===== src/rtl/core/drap_pkg.sv =====
// ----------------------------------------------------------------------------
// Dual-range average position: shared package
// Window geometry, derived widths, register codes and the structs that pass
// between the front end, the queue and the back end.
// ----------------------------------------------------------------------------
package drap_pkg;

   // Moving-average window depth and the widths that follow from it.
   localparam int WINDOW  = 30;
   localparam int SLOT_W  = (WINDOW > 1) ? $clog2(WINDOW) : 1;
   localparam int CNT_W   = $clog2(WINDOW + 1);

   // Sample widths. The far sample is at most 8191 / 10 + 255.
   localparam int NEAR_W  = 8;
   localparam int FAR_MM_W = 13;
   localparam int FAR_W   = 11;
   localparam int FAR_MAX = 1074;
   localparam int SUM_W   = $clog2(WINDOW * FAR_MAX + 1);

   // Averages carry eight fraction bits.
   localparam int FRAC_W  = 8;
   localparam int DIV_W   = SUM_W + FRAC_W;
   localparam int ITER_W  = $clog2(DIV_W);
   localparam int PROD_W  = SUM_W + CNT_W;

   // Result field widths.
   localparam int POS_W   = 20;
   localparam int NAVG_W  = 16;
   localparam int FAVG_W  = 19;

   // Millimetres to centimetres: multiply by 6554 / 65536, exact for 13 bits.
   localparam int MM_RECIP       = 6554;
   localparam int MM_RECIP_SHIFT = 16;
   localparam int MM_PROD_W      = 26;

   // Queue between the front end and the back end.
   localparam int QUEUE_DEPTH = 2;
   localparam int QPTR_W      = (QUEUE_DEPTH > 1) ? $clog2(QUEUE_DEPTH) : 1;
   localparam int QCNT_W      = $clog2(QUEUE_DEPTH + 1);

   // Configuration port.
   localparam int CSR_INDEX_W = 3;
   localparam int CSR_DATA_W  = 8;

   typedef enum logic [CSR_INDEX_W-1:0] {
      CSR_SHIFT_EXPONENT    = 3'd0,
      CSR_NEAR_OFFSET       = 3'd1,
      CSR_FAR_OFFSET        = 3'd2,
      CSR_TRACK_LENGTH      = 3'd3,
      CSR_FALLBACK_DISTANCE = 3'd4
   } csr_index_type;

   localparam logic [2:0] RST_SHIFT_EXPONENT    = 3'd0;
   localparam logic [7:0] RST_NEAR_OFFSET       = 8'd3;
   localparam logic [7:0] RST_FAR_OFFSET        = 8'd0;
   localparam logic [7:0] RST_TRACK_LENGTH      = 8'd50;
   localparam logic [7:0] RST_FALLBACK_DISTANCE = 8'd50;

   typedef struct packed {
      logic [2:0] shift_exponent;
      logic [7:0] near_offset;
      logic [7:0] far_offset;
      logic [7:0] track_length;
      logic [7:0] fallback_distance;
   } cfg_type;

   // One classified transaction waiting for the back end.
   typedef struct packed {
      logic [NEAR_W-1:0] near_sample;
      logic [FAR_W-1:0]  far_sample;
      logic              far_add;
   } entry_type;

   // Running totals of one window.
   typedef struct packed {
      logic [SUM_W-1:0] sum;
      logic [CNT_W-1:0] count;
   } win_status_type;

endpackage


===== src/rtl/core/drap_if.sv =====
// ----------------------------------------------------------------------------
// Dual-range average position: channel interfaces
// Request channel with the raw sensor readings and response channel with the
// computed position, each with a valid/ready handshake.
// ----------------------------------------------------------------------------
interface drap_req_if;
   logic                          valid;
   logic                          ready;
   logic [7:0]                    near_high;
   logic [7:0]                    near_low;
   logic                          near_ok;
   logic [drap_pkg::FAR_MM_W-1:0] far_mm;
   logic                          far_ready;

   modport source (output valid, near_high, near_low, near_ok, far_mm, far_ready,
                   input ready);
   modport sink   (input valid, near_high, near_low, near_ok, far_mm, far_ready,
                   output ready);
endinterface

interface drap_rsp_if;
   logic                               valid;
   logic                               ready;
   logic signed [drap_pkg::POS_W-1:0]  position;
   logic [drap_pkg::NAVG_W-1:0]        near_average;
   logic [drap_pkg::FAVG_W-1:0]        far_average;
   logic                               far_chosen;

   modport source (output valid, position, near_average, far_average, far_chosen,
                   input ready);
   modport sink   (input valid, position, near_average, far_average, far_chosen,
                   output ready);
endinterface


===== src/rtl/core/drap_front.sv =====
// ----------------------------------------------------------------------------
// Dual-range average position: front end
// Accepts request transactions and turns the raw readings into one near
// sample and, when present, one far sample in centimetres.
// ----------------------------------------------------------------------------
module drap_front (
   drap_req_if.sink              req_chan,
   input  drap_pkg::cfg_type     cfg,
   input  logic                  queue_full,
   output logic                  push,
   output drap_pkg::entry_type   entry
);

   logic [8:0]                                 near_raw;
   logic [8:0]                                 near_shifted;
   logic [drap_pkg::MM_PROD_W-1:0]             mm_prod;
   logic [drap_pkg::MM_PROD_W-drap_pkg::MM_RECIP_SHIFT-1:0] far_cm;

   assign req_chan.ready = !queue_full;
   assign push           = req_chan.valid && !queue_full;

   always_comb begin
      near_raw     = {1'b0, req_chan.near_high} + {5'b0, req_chan.near_low[7:4]};
      near_shifted = near_raw >> cfg.shift_exponent;
      mm_prod      = drap_pkg::MM_PROD_W'(req_chan.far_mm)
                   * drap_pkg::MM_PROD_W'(drap_pkg::MM_RECIP);
      far_cm       = mm_prod[drap_pkg::MM_PROD_W-1:drap_pkg::MM_RECIP_SHIFT];

      if (req_chan.near_ok) begin
         entry.near_sample = near_shifted[7:0] + cfg.near_offset;
      end else begin
         entry.near_sample = cfg.fallback_distance;
      end
      entry.far_sample = drap_pkg::FAR_W'(far_cm) + drap_pkg::FAR_W'(cfg.far_offset);
      entry.far_add    = req_chan.far_ready;
   end

endmodule


===== src/rtl/core/drap_queue.sv =====
// ----------------------------------------------------------------------------
// Dual-range average position: transaction queue
// Short first-in first-out buffer between the front end and the back end.
// ----------------------------------------------------------------------------
module drap_queue (
   input  logic                clock,
   input  logic                reset,
   input  logic                push,
   input  drap_pkg::entry_type entry,
   input  logic                pop,
   output drap_pkg::entry_type head,
   output logic                full,
   output logic                empty
);

   drap_pkg::entry_type               slots_ff [drap_pkg::QUEUE_DEPTH];
   logic [drap_pkg::QPTR_W-1:0]       wr_ptr_ff, wr_ptr_in;
   logic [drap_pkg::QPTR_W-1:0]       rd_ptr_ff, rd_ptr_in;
   logic [drap_pkg::QCNT_W-1:0]       count_ff, count_in;

   function automatic logic [drap_pkg::QPTR_W-1:0] next_ptr(
      input logic [drap_pkg::QPTR_W-1:0] ptr);
      if (ptr == drap_pkg::QPTR_W'(drap_pkg::QUEUE_DEPTH - 1)) begin
         return '0;
      end
      return ptr + 1'b1;
   endfunction

   assign full  = (count_ff == drap_pkg::QCNT_W'(drap_pkg::QUEUE_DEPTH));
   assign empty = (count_ff == '0);
   assign head  = slots_ff[rd_ptr_ff];

   always_comb begin
      wr_ptr_in = push ? next_ptr(wr_ptr_ff) : wr_ptr_ff;
      rd_ptr_in = pop  ? next_ptr(rd_ptr_ff) : rd_ptr_ff;
      count_in  = count_ff;
      if (push && !pop) begin
         count_in = count_ff + 1'b1;
      end else if (pop && !push) begin
         count_in = count_ff - 1'b1;
      end
   end

   always_ff @(posedge clock) begin
      if (reset) begin
         wr_ptr_ff <= '0;
         rd_ptr_ff <= '0;
         count_ff  <= '0;
      end else begin
         wr_ptr_ff <= wr_ptr_in;
         rd_ptr_ff <= rd_ptr_in;
         count_ff  <= count_in;
      end
   end

   always_ff @(posedge clock) begin
      if (push) begin
         slots_ff[wr_ptr_ff] <= entry;
      end
   end

endmodule


===== src/rtl/core/drap_window.sv =====
// ----------------------------------------------------------------------------
// Dual-range average position: moving-average window
// Sample store with running sum, fill count and write slot. Once full, the
// sample being overwritten is taken off the sum.
// ----------------------------------------------------------------------------
module drap_window (
   input  logic                         clock,
   input  logic                         reset,
   input  logic                         add,
   input  logic [drap_pkg::FAR_W-1:0]   value,
   output drap_pkg::win_status_type     status
);

   logic [drap_pkg::FAR_W-1:0]  store_ff [drap_pkg::WINDOW];
   logic [drap_pkg::FAR_W-1:0]  oldest_ff;
   logic [drap_pkg::SLOT_W-1:0] slot_ff, slot_in;
   logic [drap_pkg::CNT_W-1:0]  count_ff, count_in;
   logic [drap_pkg::SUM_W-1:0]  sum_ff, sum_in;
   logic                        full;

   assign full         = (count_ff == drap_pkg::CNT_W'(drap_pkg::WINDOW));
   assign status.sum   = sum_ff;
   assign status.count = count_ff;

   always_comb begin
      slot_in  = slot_ff;
      count_in = count_ff;
      sum_in   = sum_ff;
      if (add) begin
         sum_in = sum_ff - (full ? drap_pkg::SUM_W'(oldest_ff) : '0)
                + drap_pkg::SUM_W'(value);
         if (!full) begin
            count_in = count_ff + 1'b1;
         end
         if (slot_ff == drap_pkg::SLOT_W'(drap_pkg::WINDOW - 1)) begin
            slot_in = '0;
         end else begin
            slot_in = slot_ff + 1'b1;
         end
      end
   end

   always_ff @(posedge clock) begin
      if (reset) begin
         slot_ff  <= '0;
         count_ff <= '0;
         sum_ff   <= '0;
      end else begin
         slot_ff  <= slot_in;
         count_ff <= count_in;
         sum_ff   <= sum_in;
      end
   end

   // The entry at the current slot is read every cycle, so it is ready well
   // before the next add.
   always_ff @(posedge clock) begin
      if (add) begin
         store_ff[slot_ff] <= value;
      end
      oldest_ff <= store_ff[slot_ff];
   end

endmodule


===== src/rtl/core/drap_divider.sv =====
// ----------------------------------------------------------------------------
// Dual-range average position: serial divider
// Restoring division, one quotient bit per cycle, of a scaled window sum by
// the window fill count.
// ----------------------------------------------------------------------------
module drap_divider (
   input  logic                        clock,
   input  logic                        reset,
   input  logic                        start,
   input  logic [drap_pkg::DIV_W-1:0]  dividend,
   input  logic [drap_pkg::CNT_W-1:0]  divisor,
   output logic                        busy,
   output logic [drap_pkg::DIV_W-1:0]  quotient
);

   logic                        busy_ff, busy_in;
   logic [drap_pkg::ITER_W-1:0] iter_ff, iter_in;
   logic [drap_pkg::DIV_W-1:0]  quo_ff, quo_in;
   logic [drap_pkg::CNT_W-1:0]  rem_ff, rem_in;
   logic [drap_pkg::CNT_W-1:0]  divisor_ff, divisor_in;
   logic [drap_pkg::CNT_W:0]    trial;
   logic                        fits;

   assign busy     = busy_ff;
   assign quotient = quo_ff;

   always_comb begin
      trial      = {rem_ff, quo_ff[drap_pkg::DIV_W-1]};
      fits       = (trial >= {1'b0, divisor_ff});
      busy_in    = busy_ff;
      iter_in    = iter_ff;
      quo_in     = quo_ff;
      rem_in     = rem_ff;
      divisor_in = divisor_ff;
      if (start) begin
         busy_in    = 1'b1;
         iter_in    = '0;
         quo_in     = dividend;
         rem_in     = '0;
         divisor_in = divisor;
      end else if (busy_ff) begin
         quo_in  = {quo_ff[drap_pkg::DIV_W-2:0], fits};
         rem_in  = fits ? drap_pkg::CNT_W'(trial - {1'b0, divisor_ff})
                        : trial[drap_pkg::CNT_W-1:0];
         iter_in = iter_ff + 1'b1;
         if (iter_ff == drap_pkg::ITER_W'(drap_pkg::DIV_W - 1)) begin
            busy_in = 1'b0;
         end
      end
   end

   always_ff @(posedge clock) begin
      if (reset) begin
         busy_ff <= 1'b0;
         iter_ff <= '0;
      end else begin
         busy_ff <= busy_in;
         iter_ff <= iter_in;
      end
   end

   always_ff @(posedge clock) begin
      quo_ff     <= quo_in;
      rem_ff     <= rem_in;
      divisor_ff <= divisor_in;
   end

endmodule


===== src/rtl/core/drap_back.sv =====
// ----------------------------------------------------------------------------
// Dual-range average position: back end
// Takes queued transactions, updates both windows, forms both averages with
// serial dividers, picks the position and holds it in the response register.
// ----------------------------------------------------------------------------
module drap_back (
   input  logic                clock,
   input  logic                reset,
   input  drap_pkg::entry_type head,
   input  logic                empty,
   output logic                pop,
   input  logic [7:0]          track_length,
   drap_rsp_if.source          rsp_chan
);

   typedef enum logic [3:0] {
      S_IDLE = 4'b0001,
      S_MUL  = 4'b0010,
      S_DIV  = 4'b0100,
      S_OUT  = 4'b1000
   } back_state_type;

   back_state_type                 state_ff, state_in;
   drap_pkg::win_status_type       near_stat, far_stat;
   logic [drap_pkg::PROD_W-1:0]    near_prod_ff, near_prod_in;
   logic [drap_pkg::PROD_W-1:0]    far_prod_ff, far_prod_in;
   logic                           div_start;
   logic                           near_busy, far_busy;
   logic [drap_pkg::DIV_W-1:0]     near_quo, far_quo;
   logic                           load;
   logic                           near_wins;
   logic [drap_pkg::NAVG_W-1:0]    navg;
   logic [drap_pkg::FAVG_W-1:0]    favg;

   logic                           valid_ff, valid_in;
   logic [drap_pkg::POS_W-1:0]     position_ff, position_in;
   logic [drap_pkg::NAVG_W-1:0]    navg_ff, navg_in;
   logic [drap_pkg::FAVG_W-1:0]    favg_ff, favg_in;
   logic                           chosen_ff, chosen_in;

   assign pop = (state_ff == S_IDLE) && !empty;

   drap_window u_near_window (
      .clock  (clock),
      .reset  (reset),
      .add    (pop),
      .value  (drap_pkg::FAR_W'(head.near_sample)),
      .status (near_stat)
   );

   drap_window u_far_window (
      .clock  (clock),
      .reset  (reset),
      .add    (pop && head.far_add),
      .value  (head.far_sample),
      .status (far_stat)
   );

   drap_divider u_near_divider (
      .clock    (clock),
      .reset    (reset),
      .start    (div_start),
      .dividend ({near_stat.sum, drap_pkg::FRAC_W'(0)}),
      .divisor  (near_stat.count),
      .busy     (near_busy),
      .quotient (near_quo)
   );

   drap_divider u_far_divider (
      .clock    (clock),
      .reset    (reset),
      .start    (div_start),
      .dividend ({far_stat.sum, drap_pkg::FRAC_W'(0)}),
      .divisor  (far_stat.count),
      .busy     (far_busy),
      .quotient (far_quo)
   );

   always_comb begin
      navg = (near_stat.count == '0) ? '0 : near_quo[drap_pkg::NAVG_W-1:0];
      favg = (far_stat.count == '0)  ? '0 : far_quo[drap_pkg::FAVG_W-1:0];

      // Compare the exact fractions by cross products.
      if (near_stat.count == '0) begin
         near_wins = (far_stat.count != '0) && (far_stat.sum != '0);
      end else if (far_stat.count == '0) begin
         near_wins = 1'b0;
      end else begin
         near_wins = (near_prod_ff < far_prod_ff);
      end

      state_in     = state_ff;
      near_prod_in = near_prod_ff;
      far_prod_in  = far_prod_ff;
      div_start    = 1'b0;
      load         = 1'b0;

      case (state_ff)
         S_IDLE: begin
            if (pop) begin
               state_in = S_MUL;
            end
         end
         S_MUL: begin
            near_prod_in = drap_pkg::PROD_W'(near_stat.sum)
                         * drap_pkg::PROD_W'(far_stat.count);
            far_prod_in  = drap_pkg::PROD_W'(far_stat.sum)
                         * drap_pkg::PROD_W'(near_stat.count);
            div_start    = 1'b1;
            state_in     = S_DIV;
         end
         S_DIV: begin
            if (!near_busy && !far_busy) begin
               state_in = S_OUT;
            end
         end
         S_OUT: begin
            load = !valid_ff || rsp_chan.ready;
            if (load) begin
               state_in = S_IDLE;
            end
         end
         default: begin
            state_in = S_IDLE;
         end
      endcase

      valid_in    = valid_ff;
      position_in = position_ff;
      navg_in     = navg_ff;
      favg_in     = favg_ff;
      chosen_in   = chosen_ff;
      if (valid_ff && rsp_chan.ready) begin
         valid_in = 1'b0;
      end
      if (load) begin
         valid_in  = 1'b1;
         navg_in   = navg;
         favg_in   = favg;
         chosen_in = !near_wins;
         if (near_wins) begin
            position_in = drap_pkg::POS_W'(navg);
         end else begin
            position_in = drap_pkg::POS_W'({track_length, drap_pkg::FRAC_W'(0)})
                        - drap_pkg::POS_W'(favg);
         end
      end
   end

   always_ff @(posedge clock) begin
      if (reset) begin
         state_ff <= S_IDLE;
         valid_ff <= 1'b0;
      end else begin
         state_ff <= state_in;
         valid_ff <= valid_in;
      end
   end

   always_ff @(posedge clock) begin
      near_prod_ff <= near_prod_in;
      far_prod_ff  <= far_prod_in;
      position_ff  <= position_in;
      navg_ff      <= navg_in;
      favg_ff      <= favg_in;
      chosen_ff    <= chosen_in;
   end

   assign rsp_chan.valid        = valid_ff;
   assign rsp_chan.position     = position_ff;
   assign rsp_chan.near_average = navg_ff;
   assign rsp_chan.far_average  = favg_ff;
   assign rsp_chan.far_chosen   = chosen_ff;

   // A near-chosen result carries the near average as its position.
   assert property (@(posedge clock) disable iff (reset)
      (valid_ff && !chosen_ff) |-> (position_ff == drap_pkg::POS_W'(navg_ff)))
      else $error("near-chosen position differs from near average");

   // Every transaction taken from the queue leaves a non-empty near window.
   assert property (@(posedge clock) disable iff (reset)
      pop |=> (near_stat.count != '0))
      else $error("near window empty after an update");

   // A loaded result is offered on the next cycle.
   assert property (@(posedge clock) disable iff (reset)
      load |=> valid_ff)
      else $error("loaded result not offered");

endmodule


===== src/rtl/core/dual_range_average_position_unit.sv =====
// ----------------------------------------------------------------------------
// Dual-range average position unit
// Ball position from a near and a far distance sensor, each smoothed by its
// own moving-average window.
// ----------------------------------------------------------------------------
// Each request transaction carries one near reading and, when far_ready is
// set, one far reading; each produces exactly one response transaction, in
// order. In the back end a transaction updates the near window, and the far
// window when it carries a far reading, then forms the cross products and
// starts division, runs through the two bit-serial dividers side by side,
// waits for both dividers to finish and loads the response register; the back
// end takes no new transaction until that response is loaded. The front
// end classifies requests and places them in a two-entry queue, so up to two
// further requests are taken while one is being worked on or a response waits
// to be taken. No clearing pass is needed after reset: a window only reads
// back entries it has already written. Configuration registers must be
// written only while the unit is idle.
// ----------------------------------------------------------------------------
module dual_range_average_position_unit (
   input  logic                              clock,
   input  logic                              reset,
   drap_req_if.sink                          req_chan,
   drap_rsp_if.source                        rsp_chan,
   input  logic                              csr_we,
   input  logic [drap_pkg::CSR_INDEX_W-1:0]  csr_index,
   input  logic [drap_pkg::CSR_DATA_W-1:0]   csr_wdata
);

   drap_pkg::cfg_type   cfg_ff, cfg_in;
   drap_pkg::entry_type entry;
   drap_pkg::entry_type head;
   logic                push;
   logic                pop;
   logic                queue_full;
   logic                queue_empty;

   // Configuration registers. Writes to an index beyond the list are dropped,
   // and only the low bits that a register holds are kept.
   always_comb begin
      cfg_in = cfg_ff;
      if (csr_we) begin
         case (drap_pkg::csr_index_type'(csr_index))
            drap_pkg::CSR_SHIFT_EXPONENT:    cfg_in.shift_exponent    = csr_wdata[2:0];
            drap_pkg::CSR_NEAR_OFFSET:       cfg_in.near_offset       = csr_wdata;
            drap_pkg::CSR_FAR_OFFSET:        cfg_in.far_offset        = csr_wdata;
            drap_pkg::CSR_TRACK_LENGTH:      cfg_in.track_length      = csr_wdata;
            drap_pkg::CSR_FALLBACK_DISTANCE: cfg_in.fallback_distance = csr_wdata;
            default: begin
               cfg_in = cfg_ff;
            end
         endcase
      end
   end

   always_ff @(posedge clock) begin
      if (reset) begin
         cfg_ff.shift_exponent    <= drap_pkg::RST_SHIFT_EXPONENT;
         cfg_ff.near_offset       <= drap_pkg::RST_NEAR_OFFSET;
         cfg_ff.far_offset        <= drap_pkg::RST_FAR_OFFSET;
         cfg_ff.track_length      <= drap_pkg::RST_TRACK_LENGTH;
         cfg_ff.fallback_distance <= drap_pkg::RST_FALLBACK_DISTANCE;
      end else begin
         cfg_ff <= cfg_in;
      end
   end

   // Front end: accepts a request and converts both readings to centimetres.
   drap_front u_front (
      .req_chan   (req_chan),
      .cfg        (cfg_ff),
      .queue_full (queue_full),
      .push       (push),
      .entry      (entry)
   );

   // The queue lets the front end keep accepting while the back end divides.
   drap_queue u_queue (
      .clock (clock),
      .reset (reset),
      .push  (push),
      .entry (entry),
      .pop   (pop),
      .head  (head),
      .full  (queue_full),
      .empty (queue_empty)
   );

   // Back end: windows, averages, position choice and response register.
   drap_back u_back (
      .clock        (clock),
      .reset        (reset),
      .head         (head),
      .empty        (queue_empty),
      .pop          (pop),
      .track_length (cfg_ff.track_length),
      .rsp_chan     (rsp_chan)
   );

endmodule


===== src/flat_wrapper.sv =====
// flat-port wrapper written by rule: the top's interface ports become plain ports
module dual_range_average_position_unit_flat 
  (clock, reset, csr_we, csr_index, csr_wdata, req_chan_valid, req_chan_near_high, req_chan_near_low, req_chan_near_ok, req_chan_far_mm, req_chan_far_ready, req_chan_ready, rsp_chan_valid, rsp_chan_position, rsp_chan_near_average, rsp_chan_far_average, rsp_chan_far_chosen, rsp_chan_ready);
  drap_req_if req_chan_i ();
  drap_rsp_if rsp_chan_i ();
  input  logic clock;
  input  logic reset;
  input  logic csr_we;
  input  logic [drap_pkg::CSR_INDEX_W-1:0] csr_index;
  input  logic [drap_pkg::CSR_DATA_W-1:0] csr_wdata;
  input wire logic [$bits(req_chan_i.valid)-1:0] req_chan_valid;
  input wire logic [$bits(req_chan_i.near_high)-1:0] req_chan_near_high;
  input wire logic [$bits(req_chan_i.near_low)-1:0] req_chan_near_low;
  input wire logic [$bits(req_chan_i.near_ok)-1:0] req_chan_near_ok;
  input wire logic [$bits(req_chan_i.far_mm)-1:0] req_chan_far_mm;
  input wire logic [$bits(req_chan_i.far_ready)-1:0] req_chan_far_ready;
  output wire logic [$bits(req_chan_i.ready)-1:0] req_chan_ready;
  output wire logic [$bits(rsp_chan_i.valid)-1:0] rsp_chan_valid;
  output wire logic [$bits(rsp_chan_i.position)-1:0] rsp_chan_position;
  output wire logic [$bits(rsp_chan_i.near_average)-1:0] rsp_chan_near_average;
  output wire logic [$bits(rsp_chan_i.far_average)-1:0] rsp_chan_far_average;
  output wire logic [$bits(rsp_chan_i.far_chosen)-1:0] rsp_chan_far_chosen;
  input wire logic [$bits(rsp_chan_i.ready)-1:0] rsp_chan_ready;
  assign req_chan_i.valid = req_chan_valid;
  assign req_chan_i.near_high = req_chan_near_high;
  assign req_chan_i.near_low = req_chan_near_low;
  assign req_chan_i.near_ok = req_chan_near_ok;
  assign req_chan_i.far_mm = req_chan_far_mm;
  assign req_chan_i.far_ready = req_chan_far_ready;
  assign req_chan_ready = req_chan_i.ready;
  assign rsp_chan_valid = rsp_chan_i.valid;
  assign rsp_chan_position = rsp_chan_i.position;
  assign rsp_chan_near_average = rsp_chan_i.near_average;
  assign rsp_chan_far_average = rsp_chan_i.far_average;
  assign rsp_chan_far_chosen = rsp_chan_i.far_chosen;
  assign rsp_chan_i.ready = rsp_chan_ready;
  dual_range_average_position_unit u_core (.clock(clock), .reset(reset), .req_chan(req_chan_i), .rsp_chan(rsp_chan_i), .csr_we(csr_we), .csr_index(csr_index), .csr_wdata(csr_wdata));
endmodule

===== config.mk =====
export PLATFORM = sky130hd
export DESIGN_NAME = dual_range_average_position_unit_flat
export DESIGN_NICKNAME = d
export VERILOG_FILES = /design/src/rtl/core/drap_pkg.sv /design/src/rtl/core/drap_if.sv /design/src/rtl/core/drap_front.sv /design/src/rtl/core/drap_queue.sv /design/src/rtl/core/drap_window.sv /design/src/rtl/core/drap_divider.sv /design/src/rtl/core/drap_back.sv /design/src/rtl/core/dual_range_average_position_unit.sv /design/src/flat_wrapper.sv
export SDC_FILE = /design/constraint.sdc
export NUM_CORES = 2
export LEC_CHECK = 0
export BUFFER_PORTS_ARGS = -buffer_cell sky130_fd_sc_hd__buf_4
export CAP_MARGIN = 10
export CELL_PAD_IN_SITES_DETAIL_PLACEMENT = 1
export CELL_PAD_IN_SITES_GLOBAL_PLACEMENT = 2
export CORE_MARGIN = 2
export CORE_UTILIZATION = 45
export DETAILED_ROUTE_END_ITERATION = 10
export PLACE_DENSITY_LB_ADDON = 0.1
export SYNTH_ARGS = -nofsm -noshare
export SYNTH_HDL_FRONTEND = slang
export SYNTH_SLANG_ARGS = --single-unit

===== constraint.sdc =====
create_clock -name clock -period 7.2 [get_ports clock]
set_input_delay 0.36 -clock clock [delete_from_list [all_inputs] [get_ports clock]]
set_output_delay 0.36 -clock clock [all_outputs]
set_load 0.02 [all_outputs]

# == Yosys cells after proc, flatten, opt, wreduce, memory -nomap -nowiden ==
# Memories as Yosys holds them, arrays and structs flattened. A register that Yosys moved wholly into a read port is not among the register bits.
# Cells that the tools add are included.
# classes
multipliers,3
eq_ne,18
n_mux,46
n_shift,1
bitwise_logic,2
magnitude_cmp,3
add_sub_neg,20
reduce_logical,36
# ops
op,n
23-bit 2-to-1 mux,4
15-bit by 5-bit multiplier with 20-bit output,2
16-bit 2-to-1 mux,2
"5-bit by 1-bit adder with 5-bit output, second input constant",6
"5-bit equality test, second input constant",6
15-bit subtractor,2
1-bit 2-to-1 mux,26
"13-bit by 12-bit multiplier with 25-bit output, second input constant",1
11-bit 2-to-1 mux,2
20-bit less-than comparator,1
5-bit 2-to-1 mux,4
16-bit by 19-bit subtractor with 20-bit output,1
19-bit 2-to-1 mux,1
4-bit one-hot mux with 4 select lines,1
15-bit by 11-bit adder with 15-bit output,1
15-bit by 8-bit adder with 15-bit output,1
15-bit nonzero test,1
2-bit AND reduction,7
6-bit by 5-bit greater-or-equal comparator with 1-bit output,2
4-bit 2-to-1 mux,3
10-bit by 8-bit adder with 11-bit output,1
5-bit zero test,2
5-bit subtractor,2
8-bit by 4-bit adder with 9-bit output,1
26 further kinds,49
# totals
mem_count,3
mem_bits_rw,610
regBits,279
input_bits,47
out_inout_bits,58
# memory_table
memory,depth,width,read_ports,rd_clocked_by_memory_dff,wr,line_no,text
u_core.u_back.u_far_window.store_ff,30,11,1,1,1,drap_window.sv:14,logic [drap_pkg::FAR_W-1:0] store_ff [drap_pkg::WINDOW];
u_core.u_back.u_near_window.store_ff,30,8,1,1,1,drap_window.sv:14,
u_core.u_queue.slots_ff,2,20,1,1,1,drap_queue.sv:16,drap_pkg::entry_type slots_ff [drap_pkg::QUEUE_DEPTH];

# == Depth between registers and ports, before layout ==
# depth
ltp_word,7
mapped_depth,26

# == By module ==
# A second synthesis with hierarchy kept.
# hier_totals
hier_cells,3644
area_unflattened_um2,50445.9
# by_module_without_submodules
module,area_each_um2,cells_each,n_inst
drap_window at u_core.u_back.u_near_window,14986.9,849,1
drap_window at u_core.u_back.u_far_window,14899.3,841,1
drap_back,9555.4,959,1
drap_front,4244.1,498,1
drap_divider,1836.8,139,2
drap_queue,1644.1,84,1
dual_range_average_position_unit,1442.6,135,1

# == Worst setup path after synthesis ==
# Ideal clock, no wire load.
# synth_timing
kind,input to register
start,input req_chan_far_mm[4]
end,"memory u_core.u_queue.slots_ff[0][9] (netlist bit), data pin"
stages,25
t_arrival_ns,5.242
path_buffers,0
slack_ns,1.690
setup_ns,0.268
path_cell_list,ha_1 > fa_1 > inv_1 > fa_1 > inv_1 > fa_1 > inv_1 > fa_1 > inv_1 > ha_1 > a21o_1 > a31oi_1 > nand2_1 > and2_1 > o21a_1 > nor2_1 > ha_1 > nor2b_1 > o21ai_0 > a21boi_1 > o21ai_0 > a21boi_1 > o21a_1 > nor2_1 > xnor2_1
# synth_rtl
item,line_no,text
from (decl),flat_wrapper.sv:15,input wire logic [$bits(req_chan_i.far_mm)-1:0] req_chan_far_mm;
to (decl),drap_queue.sv:16,

==> results.cfg <==
[sta]
rsz0062_at_grt = no
relSlewSlack_pct = 18.84
setup_viol = 0
worst_slew_pin_slew_ns = 1.213
max_freq_mhz = 176.3
finalHoldViolCount = 0
fin_tns_setup_ns = 0
min_period_ns = 5.671
finalCritPeriodShare_pct = 78.76
final-max-slew-violation-count = 0
fin_skew_ns = 0.03340

[grt]
antenna_found_initial = 6
grt_max_degree = 81
grt_pass1_wl_um = 181300
grt_pass1_vias = 30110
grt_usage_pct = 22.99
overflow = 0

[logic_synthesis]
ys_ff_latch = 898
ys_types = 80
synth_top_area_share_pct = 49.27
yosysSeqAreaShare_pct = 55.96
netlist_area_um2 = 45470
yosys.area_share.simple_pct = 9.741
synth_async_sr_flop_share_pct = 0
synth-compound-area-share_pct = 6.219
synth_flop_cell = edfxtp_1
synth_top_cell_by_area = edfxtp_1
synth_fa_ha_area_share_pct = 13.33
postSynthAreaPerCell_um2 = 12.95
synth_xor_area_share_pct = 2.254
yosys_warnings = 0
synth_edf_count = 746
synthMuxAreaShare_pct = 8.456
synth.area.top_cells = edfxtp_1 (49%), ha_1 (7.0%), dfxtp_1 (6.7%)
synth_top_family_by_area = adder cells
synth_nets = 3956
synth_cells = 3511

[placed_design]
placed_area_um2 = 47540
hpwl_um = 80130
place.port_buffers = 100
gp_congestion = 0.8509
dpl.cell_count = 4798

[critical_path]
cpPeakStageDelay_ns = 0.50
critPathArrivalTime_ns = 6.07
cp-end-kind = flip-flop
crit_type = primary input to flip-flop
cp_slowest_cell = fa_1
crit_path_max_fanout = 5
cp-start-kind = primary input
worstPathRequired_ns = 7.60

[pwr]
ir_drop_mv = 0.2119
p_leak_nw = 19.47
power_density_nw_per_um2 = 354.7

[detailed_routing]
vias = 27880
viasPerCell = 5.577
ant_nets = 0
wl_um = 116800
dr.pass1.iters = 5
drt_iter0_drc = 1898
routedWlPerCell_um = 23.35
drc = 0

[clocking]
cts_resized = 0
cts.path.max_buffers = 3
cts_tree = built
clk_latency_ns = 0.69
clkSinkCount = 898
ctsRootBufferMaster = clkbuf_16
cts.clk_slew.worst_paths_ns = 0.06
cts_buffers = 99
htree_levels = 3

[floorplan]
die_w_um = 321.9
std_cell_rows = 116
initial_core_util_pct = 45.40
die-area_um2 = 103600
core-area_um2 = 100100
io_pins = 105
die-height_um = 321.9

[final_layout]
fin_area_um2 = 51280
nets = 4061
drive_gt1_share_pct = 12.65
stdcell_count = 4999
syn2layout_area_growth_pct = 12.77
diodes = 0

[run_status]
outcome = finished, final reports clean

[hold_path]
hp-class = primary input to flip-flop

[flow_run]
cap_violations = 0
==> layout by cell type (no fill, tap or decap), types with 16 or more instances in the layout <==
master / count
clkinv_2: 16
ha_1: 254
nor2_1: 274
a21o_1: 38
clkbuf_1: 22
xor2_1: 41
and3_1: 30
nor3_1: 32
o211ai_1: 22
nand2_1: 349
fa_1: 144
o21ai_0: 72
nand4_1: 31
and2_1: 70
a211oi_1: 33
dfxtp_1: 147
edfxtp_1: 746
inv_1: 338
nor2b_1: 23
mux2i_1: 68
bufinv_16: 17
mux4_2: 133
nand3_1: 38
nand2b_1: 32
buf_4: 127
xnor2_1: 76
clkbuf_16: 101
a21oi_1: 166
==> layer usage <==
metal / wire, um / global-route usage [%]
met1: 51730 / 31.35
met2: 56040 / 37.79
met3: 5707 / 3.703
met4: 3230 / 7.279
met5: 41 / 0
==> worst max-delay path, delay by kind of cell <==
family                     cells  cell delay, ns
buffers and inverters          5            0.37
AOI/OAI and AO/OA              8            1.67
adders and majority gates      7            2.80
xor gates and xnor gates       1            0.13
and+or+nand+nor                5            0.74
==> where the power goes <==
group | switching, mW | internal (mW) | leakage [nW]
registers | 0.401 | 6.62 | 7.98
clock network | 2.18 | 3.31 | 1.72
logic | 3.48 | 2.19 | 9.77
total | 6.06 | 12.1 | 19.5
==> path summary, 6_finish.rpt <==
| check | startpoint | end | slack (ns) | depth (start not counted) |
|---|---|---|---|---|
| hold / removal | rsp_chan_ready | u_core.u_back.rsp_chan.valid | 0.08 | 4 |
| hold reg to reg | u_core.cfg_ff[11] | u_core.cfg_ff[11] | 0.47 | 2 |
| setup reg to reg | u_core.u_back.u_near_window.count_ff[2] | u_core.u_back.far_prod_ff[18] | 1.86 | 14 |
| setup / recovery | req_chan_far_mm[6] | u_core.u_queue.slots_ff[1][9] | 1.53 | 26 |
==> cells in the mapped netlist, types with 5 or more instances <==
cell and n:
edfxtp_1 746, nand2_1 349, inv_1 338, nor2_1 276, ha_1 254, a21oi_1 166, dfxtp_1 152, fa_1 144
mux4_2 133, clkbuf_1 102, xnor2_1 76, o21ai_0 72, and2_1 70, mux2i_1 68, xor2_1 41, a21o_1 38
nand3_1 38, nor3_1 36, a211oi_1 33, nand2b_1 32, nand4_1 31, and3_1 30, nor2b_1 24, o211ai_1 22
buf_2 19, buf_1 15, nand3b_1 14, o21a_1 14, o21ai_1 14, or3_1 12, o21bai_1 11, a211o_1 9
a31oi_1 9, and4_1 9, or2_2 9, mux2_2 8, a22oi_1 7, mux2_1 7, a32oi_1 5, o22ai_1 5
o31ai_1 5
==> kinds of logic (layout without fill, tap and decap cells) <==
| kind of cell | after synthesis | count (layout) |
|---|---|---|
| buffers and inverters | 479 | 669 |
| xor gates and xnor gates | 117 | 117 |
| adders and majority gates | 398 | 398 |
| muxes | 216 | 216 |
| DFF | 898 | 898 |
| AOI/OAI and AO/OA | 447 | 447 |
| and+or+nand+nor | 956 | 956 |
==> flip-flops by register name, summed over array words and instances (netlist names), 8 cells and up, named ones only <==
| register | cells |
|---|---|
| u_core.u_back.u_far_window.store_ff | 330 |
| u_core.u_back.u_near_window.store_ff | 240 |
| u_core.u_queue.slots_ff | 40 |
| u_core.cfg_ff | 35 |
| u_core.u_back.u_far_divider.quotient | 23 |
| u_core.u_back.u_near_divider.quotient | 23 |
| u_core.u_back.far_prod_ff | 20 |
| u_core.u_back.near_prod_ff | 20 |
| u_core.u_back.rsp_chan.position | 20 |
| u_core.u_back.rsp_chan.far_average | 19 |
| u_core.u_back.rsp_chan.near_average | 16 |
| u_core.u_back.u_far_window.sum_ff | 15 |
| u_core.u_back.u_near_window.sum_ff | 15 |
| u_core.u_back.u_far_window.oldest_ff | 11 |
| u_core.u_back.u_near_window.oldest_ff | 8 |
==> metrics by stage <==
step | power (mW) | worst slack (ns) | utilization [%] | hold WS [ns]
floorplan | 10.95 | 1.690 | - | 0.4064
global placement | 12.56 | 1.067 | 47.47 | 0.4515
detailed placement | 12.79 | 0.9331 | 47.47 | 0.4535
CTS | 18.33 | 1.559 | 51.09 | 0.05180
global route | 19.23 | 1.204 | 51.20 | 0.09770
finish | 18.19 | 1.529 | 51.20 | 0.08469
==> final cells by class <==
cell class,count,area [um^2]
well taps,1298,1624
clock inverters,52,782.0
flip-flops and latches,898,25460
clock buffers,134,2755
multi-input cells,2134,18230
inverters,341,1280
repair buffers,142,1151
fillers,10030,48870
==> what timing repair did <==
item | 4_1_cts | 5_1_grt
setup endpoints to repair | 0 | 0
hold buffers | 9 | 0
buffers inserted | 0 | 0
hold endpoints to repair | 21 | 0
Power figures use the tool's default switching activity.
